### src/rtl/bdasc_pkg.sv
package bdasc_pkg;

    localparam int NUM_DIGITS = 16;
    localparam int DIGIT_W    = 4;
    localparam int FIELD_W    = 64;

    localparam logic [1:0] CMD_ADD = 2'd0;
    localparam logic [1:0] CMD_SUB = 2'd1;
    localparam logic [1:0] CMD_CMP = 2'd2;

    localparam logic [1:0] ORD_LT = 2'b11;
    localparam logic [1:0] ORD_EQ = 2'b00;
    localparam logic [1:0] ORD_GT = 2'b01;

    localparam logic [4:0] DIGIT_MAX = 5'd9;
    localparam logic [4:0] DIGIT_TEN = 5'd10;

    typedef logic [DIGIT_W-1:0] t_digit;
    typedef t_digit [NUM_DIGITS-1:0] t_digits;

endpackage

### src/rtl/bcd_decimal_add_sub_compare_top.sv
// An input transfer reaches o_out_valid through four register stages, s1 to s4.
// Throughput: one item per cycle; the four pipeline stages advance together and
// hold while the output register is full and not taken.
// Reset: synchronous active-low i_rst_n clears every stage valid bit; payload
// registers are not reset.
module bcd_decimal_add_sub_compare_top (
    input  logic        i_clk,
    input  logic        i_rst_n,
    input  logic        i_in_valid,
    output logic        o_in_ready,
    input  logic [1:0]  i_cmd,
    input  logic [63:0] i_a_digits,
    input  logic        i_a_negative,
    input  logic [63:0] i_b_digits,
    input  logic        i_b_negative,
    output logic        o_out_valid,
    input  logic        i_out_ready,
    output logic [63:0] o_result_digits,
    output logic        o_result_negative,
    output logic        o_overflow,
    output logic signed [1:0] o_order,
    output logic        o_bad_digit
);

    localparam int DW = bdasc_pkg::DIGIT_W;
    localparam int ND = bdasc_pkg::NUM_DIGITS;
    localparam int FIELD_BITS = ND * DW;

    logic w_adv;

    // stage valid bits
    logic r_s1_valid, r_s2_valid, r_s3_valid, r_s4_valid;

    // stage 1: operands, digit checks, compare
    bdasc_pkg::t_digits r_s1_a, r_s1_b;
    logic       r_s1_arith, r_s1_sub, r_s1_neg, r_s1_bad;
    logic [1:0] r_s1_ord;
    bdasc_pkg::t_digits n_s1_a, n_s1_b;
    logic       n_s1_arith, n_s1_sub, n_s1_bad;
    logic [1:0] n_s1_ord;

    // stage 2: per-digit results for both carry-ins plus generate/propagate
    bdasc_pkg::t_digits r_s2_r0, r_s2_r1;
    logic [ND-1:0] r_s2_g, r_s2_p;
    logic       r_s2_arith, r_s2_sub, r_s2_neg, r_s2_bad;
    logic [1:0] r_s2_ord;
    bdasc_pkg::t_digits n_s2_r0, n_s2_r1;
    logic [ND-1:0] n_s2_g, n_s2_p;

    // stage 3: carry-resolved digits, complement flag, overflow and sign
    bdasc_pkg::t_digits r_s3_res;
    logic       r_s3_tc, r_s3_neg, r_s3_ovf, r_s3_bad;
    logic [1:0] r_s3_ord;
    bdasc_pkg::t_digits n_s3_res;
    logic       n_s3_tc, n_s3_neg, n_s3_ovf;

    // stage 4: output register
    bdasc_pkg::t_digits r_s4_res;
    logic       r_s4_neg, r_s4_ovf, r_s4_bad;
    logic [1:0] r_s4_ord;
    bdasc_pkg::t_digits n_s4_res;

    assign w_adv      = !r_s4_valid || i_out_ready;
    assign o_in_ready = w_adv;

    always_comb begin
        logic a_bad, b_bad, a_zero, b_zero, eff_b_neg;
        logic [FIELD_BITS-1:0] a_flat, b_flat;
        a_bad = 1'b0;
        b_bad = 1'b0;
        for (int i = 0; i < ND; i++) begin
            n_s1_a[i] = i_a_digits[i*DW +: DW];
            n_s1_b[i] = i_b_digits[i*DW +: DW];
            a_bad     = a_bad | (n_s1_a[i] > 4'd9);
            b_bad     = b_bad | (n_s1_b[i] > 4'd9);
        end
        a_flat    = n_s1_a;
        b_flat    = n_s1_b;
        a_zero    = (a_flat == '0);
        b_zero    = (b_flat == '0);
        n_s1_bad  = a_bad | b_bad;
        n_s1_arith = !n_s1_bad &&
                     (i_cmd == bdasc_pkg::CMD_ADD || i_cmd == bdasc_pkg::CMD_SUB);
        eff_b_neg = (i_cmd == bdasc_pkg::CMD_SUB) ? !i_b_negative : i_b_negative;
        n_s1_sub  = (i_a_negative != eff_b_neg);

        n_s1_ord = bdasc_pkg::ORD_EQ;
        if (!n_s1_bad && i_cmd == bdasc_pkg::CMD_CMP) begin
            if (a_zero && b_zero) begin
                n_s1_ord = bdasc_pkg::ORD_EQ;
            end else if (a_zero) begin
                n_s1_ord = i_b_negative ? bdasc_pkg::ORD_GT : bdasc_pkg::ORD_LT;
            end else if (b_zero) begin
                n_s1_ord = i_a_negative ? bdasc_pkg::ORD_LT : bdasc_pkg::ORD_GT;
            end else if (i_a_negative != i_b_negative) begin
                n_s1_ord = i_a_negative ? bdasc_pkg::ORD_LT : bdasc_pkg::ORD_GT;
            end else if (a_flat == b_flat) begin
                n_s1_ord = bdasc_pkg::ORD_EQ;
            end else begin
                // valid BCD at equal width orders like a binary integer
                n_s1_ord = ((a_flat > b_flat) != i_a_negative) ?
                           bdasc_pkg::ORD_GT : bdasc_pkg::ORD_LT;
            end
        end
    end

    always_comb begin
        logic [4:0] x, y, sum, dif;
        for (int i = 0; i < ND; i++) begin
            x   = {1'b0, r_s1_a[i]};
            y   = {1'b0, r_s1_b[i]};
            sum = x + y;
            dif = x - y;
            if (r_s1_sub) begin
                n_s2_g[i]  = (x < y);
                n_s2_p[i]  = (x == y);
                n_s2_r0[i] = n_s2_g[i] ? 4'(dif + bdasc_pkg::DIGIT_TEN) : dif[3:0];
                n_s2_r1[i] = (n_s2_g[i] || n_s2_p[i]) ?
                             4'(dif + bdasc_pkg::DIGIT_MAX) : 4'(dif - 5'd1);
            end else begin
                n_s2_g[i]  = (sum > bdasc_pkg::DIGIT_MAX);
                n_s2_p[i]  = (sum == bdasc_pkg::DIGIT_MAX);
                n_s2_r0[i] = n_s2_g[i] ? 4'(sum - bdasc_pkg::DIGIT_TEN) : sum[3:0];
                n_s2_r1[i] = (n_s2_g[i] || n_s2_p[i]) ?
                             4'(sum - bdasc_pkg::DIGIT_MAX) : 4'(sum + 5'd1);
            end
        end
    end

    // ripple the decimal carry or borrow across the digits
    always_comb begin
        logic [ND:0] c;
        c[0] = 1'b0;
        for (int i = 0; i < ND; i++) begin
            c[i+1]      = r_s2_g[i] | (r_s2_p[i] & c[i]);
            n_s3_res[i] = c[i] ? r_s2_r1[i] : r_s2_r0[i];
        end
        if (!r_s2_arith) begin
            n_s3_res = '0;
        end
        n_s3_tc  = r_s2_arith && r_s2_sub && c[ND];
        n_s3_ovf = r_s2_arith && !r_s2_sub && c[ND];
        n_s3_neg = r_s2_arith && (r_s2_neg ^ (r_s2_sub && c[ND]));
    end

    // ten's complement: digits below the lowest nonzero stay zero
    always_comb begin
        logic lower_nz;
        lower_nz = 1'b0;
        for (int i = 0; i < ND; i++) begin
            if (!r_s3_tc) begin
                n_s4_res[i] = r_s3_res[i];
            end else if (lower_nz) begin
                n_s4_res[i] = 4'd9 - r_s3_res[i];
            end else if (r_s3_res[i] == 4'd0) begin
                n_s4_res[i] = 4'd0;
            end else begin
                n_s4_res[i] = 4'd10 - r_s3_res[i];
            end
            lower_nz = lower_nz | (r_s3_res[i] != 4'd0);
        end
    end

    always_ff @(posedge i_clk) begin
        if (!i_rst_n) begin
            r_s1_valid <= 1'b0;
            r_s2_valid <= 1'b0;
            r_s3_valid <= 1'b0;
            r_s4_valid <= 1'b0;
        end else if (w_adv) begin
            r_s1_valid <= i_in_valid;
            r_s2_valid <= r_s1_valid;
            r_s3_valid <= r_s2_valid;
            r_s4_valid <= r_s3_valid;
        end
    end

    always_ff @(posedge i_clk) begin
        if (w_adv) begin
            r_s1_a     <= n_s1_a;
            r_s1_b     <= n_s1_b;
            r_s1_arith <= n_s1_arith;
            r_s1_sub   <= n_s1_sub;
            r_s1_neg   <= i_a_negative;
            r_s1_bad   <= n_s1_bad;
            r_s1_ord   <= n_s1_ord;

            r_s2_r0    <= n_s2_r0;
            r_s2_r1    <= n_s2_r1;
            r_s2_g     <= n_s2_g;
            r_s2_p     <= n_s2_p;
            r_s2_arith <= r_s1_arith;
            r_s2_sub   <= r_s1_sub;
            r_s2_neg   <= r_s1_neg;
            r_s2_bad   <= r_s1_bad;
            r_s2_ord   <= r_s1_ord;

            r_s3_res   <= n_s3_res;
            r_s3_tc    <= n_s3_tc;
            r_s3_neg   <= n_s3_neg;
            r_s3_ovf   <= n_s3_ovf;
            r_s3_bad   <= r_s2_bad;
            r_s3_ord   <= r_s2_ord;

            r_s4_res   <= n_s4_res;
            r_s4_neg   <= r_s3_neg;
            r_s4_ovf   <= r_s3_ovf;
            r_s4_bad   <= r_s3_bad;
            r_s4_ord   <= r_s3_ord;
        end
    end

    assign o_out_valid       = r_s4_valid;
    assign o_result_digits   = 64'(r_s4_res);
    assign o_result_negative = r_s4_neg;
    assign o_overflow        = r_s4_ovf;
    assign o_order           = r_s4_ord;
    assign o_bad_digit       = r_s4_bad;

endmodule

### config.mk
export PLATFORM = sky130hd
export DESIGN_NAME = bcd_decimal_add_sub_compare_top
export DESIGN_NICKNAME = d
export VERILOG_FILES = /design/src/rtl/bdasc_pkg.sv /design/src/rtl/bcd_decimal_add_sub_compare_top.sv
export SDC_FILE = /design/constraint.sdc
export NUM_CORES = 1
export LEC_CHECK = 0
export ABC_AREA = 1
export BUFFER_PORTS_ARGS = -buffer_cell sky130_fd_sc_hd__buf_2
export CAP_MARGIN = 20
export CORE_MARGIN = 1.5
export CORE_UTILIZATION = 45
export CTS_CLUSTER_DIAMETER = 40
export DETAILED_ROUTE_END_ITERATION = 6
export PLACE_DENSITY = 0.59
export SYNTH_ARGS = -nofsm -noshare
export SYNTH_HDL_FRONTEND = slang
export SYNTH_SLANG_ARGS = --single-unit
### constraint.sdc
create_clock -name i_clk -period 18.6 [get_ports i_clk]
set_input_delay 0 -clock i_clk [delete_from_list [all_inputs] [get_ports i_clk]]
set_output_delay 0 -clock i_clk [all_outputs]
set_load 0.005 [all_outputs]
==> flow_summary_export.csv <==
group,metric,value,unit
clock_network,cts_tree,"yes",
pwr,finalPower,3.71,mW
synthesis,ys_top_cells_by_area,"edfxtp_1 (44%), ha_1 (14%), inv_1 (6.1%), nand2_1 (5.3%), o21ai_0 (4.5%)",
timing,fin_tns_setup,0,ns
clock_network,clockBufferDepth,3,
finish,syn_to_final_growth,19.6,%
setup_path,crit_arrival,3.96,ns
timing,hold_viol_final,0,
placed_design,port_buffers,206,
timing,max_freq,277,MHz
placed_design,dp.cells,4138,
grt,overflow,0,
floorplan,chipWidth,259,um
routing,drt-initial-drc-count,1409,
routing,via_per_inst,5.21,
setup_path,crit_fanout,4,
pwr,p_leak,16.3,nW
routing,num_vias,22977,
setup_path,crit_required,18.96,ns
routing,wl_per_cell,17.1,um
routing,first_pass_iters,6,
timing,slew_headroom,25.3,%
setup_path,worstSetupPathType,"register to register",
timing,final_max_slew_viol_count,0,
clock_network,ctsResizeCount,0,
clock_network,clk_latency,0.61,ns
setup_path,crit_path_frequent_cell,"nand2_1",
grt,grt_pass1_wl,118000,um
setup_path,path_delay_family,"adder cells",
synthesis,ys.warnings.count,0,
synthesis,synth_flop_cell,"edfxtp_1",
floorplan,die_h,259,um
setup_path,cp_cell_sequence,"ha_1, fa_1, xnor2_1, inv_1, ha_1, inv_1, a21oi_1, or2_2, nand2_1, inv_1, nand2_1, ha_1, nand2_1, nor2_1, a211oi_1, xor2_1, nand2_1, o21ai_0",
grt,antenna_found_initial,2,
routing,wl,75300,um
pwr,peakVddDrop,0.0000679,V
clock_network,htree_levels,3,
synthesis,syn-cell-area,29500,um^2
synthesis,synth_nets,3643,
synthesis,syn_inst,3115,
finish,final_util,54.6,%
timing,rsz0062_at_grt,"no",
synthesis,ys_async_sr_fraction,0,%
floorplan,start_util,45.7,%
synthesis,synth_seq_cells,438,
setup_path,path_buf_inv,3,
routing,met2_length,34500,um
finish,nets,4023,
routing,drc,0,
synthesis,netlist.top_cell.by_area,"edfxtp_1",
timing,worst_slew_pin_slew,1.12,ns
pwr,seqPwrFrac,36.6,%
grt,grt_max_degree,150,
finish,stdcell_count,4410,
finish,most-common-layout-cells,"inv_1 (482), edfxtp_1 (434), nand2_1 (421)",
routing,top_layer,"met4",
pwr,p_int,2.51,mW
flow_run,maxCapViolCount,0,
placed_design,dp_hpwl,58100,um
floorplan,ioPinCount,207,
pwr,powerDensity,105,nW/um^2
floorplan,rows,93,
timing,hold_slack,0.122,ns
pwr,switchingPower,1.20,mW
setup_path,slowest_stage,"fa_1",
timing,min_period,3.61,ns
worst_hold_path,hold_class,"input port to register",
routing,postRouteAntennaNets,0,
grt,grt_usage,22.2,%
routing,wl_met3,4120,um
pwr,pwr-share-clk,35.4,%
synthesis,yosysSeqAreaShare,44.4,%
timing,setup_viol,0,
pwr,comb_power_share,28.0,%
finish,fill_cells,5722,
setup_path,cpPeakStageDelay,0.41,ns
clock_network,numCtsBuffers,73,
placed_design,place.gp.congestion,0.891,
floorplan,die_area,67200,um^2
timing,timing.final.crit_share,19.4,%
synthesis,synth_cell_types,53,
synthesis,synth_edf_count,434,
clock_network,clockRootBuffer,"clkbuf_16",
setup_path,cp-end-kind,"register",
finish,drive_gt1_share,11.0,%
clock_network,cts_sinks,438,
clock_network,clk_pin_slew,0.05,ns
routing,wl_met1,34700,um
pwr,switching_share,32.5,%
timing,skew,0.0352,ns
finish,mostFrequentLayoutCell,"inv_1",
synthesis,postSynthAreaPerCell,9.49,um^2
grt,grt_pass1_vias,22566,
synthesis,synth.top_cell.area_share,44.1,%
setup_path,worstSetupStartpointType,"register",
status,status,"finished clean",
floorplan,core_area,64700,um^2
## Yosys cell counts (all sizes together) (16+ instances only)
master and instances:
nand2 450, and2 16, inv 489, fa 62
a211oi 34, edfxtp 434, xor2 110, o21ai 264
nand3 67, a21oi 184, nor4 52, clkbuf 42
ha 330, nor3 27, xnor2 32, a31oi 33
nand4 27, nor2 355
## logic make-up (layout without fill, tap and decap cells)
| kind of cell | Yosys count | after routing | share of synthesized area (%) |
|---|---|---|---|
| AO/OA/AOI/OAI | 595 | 595 | 11.3 |
| XOR/XNOR | 142 | 142 | 4.21 |
| adder cells (fa/ha/maj) | 392 | 392 | 18.2 |
| buffers and inverters | 534 | 973 | 6.78 |
| flip-flops | 438 | 438 | 44.4 |
| multiplexers | 1 | 1 | 0.0339 |
| other | 0 | 1 | 0 |
| AND/OR/NAND/NOR | 1013 | 1013 | 15.2 |
## power groups by stage
stage	Combinational, mW	Clock [mW]	Sequential, mW
after detailed placement	1.01	0	1.38
final	1.04	1.31	1.36
after global placement	0.971	0	1.37
after floorplan	0.745	0	1.36
after global routing	1.18	1.38	1.38
after CTS	1.04	1.34	1.36
## cell type report
type | instances | area, um^2 | share of cell area [%]
Tap cell | 855 | 1070 | 3.03
Clock inverter | 52 | 508 | 1.44
Timing Repair Buffer | 350 | 2470 | 6.98
Sequential cell | 438 | 13100 | 37.1
Inverter | 489 | 1850 | 5.22
Multi-Input combinational cell | 2143 | 14400 | 40.8
Clock buffer | 82 | 1900 | 5.38
Antenna cell | 1 | 2.50 | 0.00708
## final timing paths
check / startpoint / endpoint / slack, ns / depth (start not counted)
setup / recovery: r_s1_a[4] / r_s2_r1[7] / 14.99 / 18
hold / removal: i_b_digits[4] / r_s1_b[4] / 0.12 / 2
setup reg to reg: r_s1_a[4] / r_s2_r1[7] / 14.99 / 18
hold reg to reg: r_s1_arith / r_s2_arith / 0.42 / 0
## per-stage QoR
stage | cell area (um^2) | worst slack (ns)
CTS | 35300 | 15.03
global route | 35300 | 14.74
global placement | 31600 | 15.11
floorplan | 29500 | 8.94
finish | 35300 | 14.99
detailed placement | 31600 | 15.06
## flip-flops by register name, indices dropped and copies added, names as in the netlist, 15 cells and up
signal,flops
o_result_digits,64
r_s1_a,64
r_s1_b,64
r_s2_g,16
r_s2_p,15
r_s2_r0,64
r_s2_r1,60
r_s3_res,64
## metal layers
metal  up-vias  track usage [%]
li1      11368                -
met1     10808             30.4
met2       682             36.1
met3       119             3.10
met4         0             7.62
met5         -                0
## timing repair
action	in CTS	in global routing
hold endpoints to repair	138	0
setup buffers	0	0
hold buffers	137	0
setup endpoints to repair	0	0
Power figures use the tool's default switching activity.
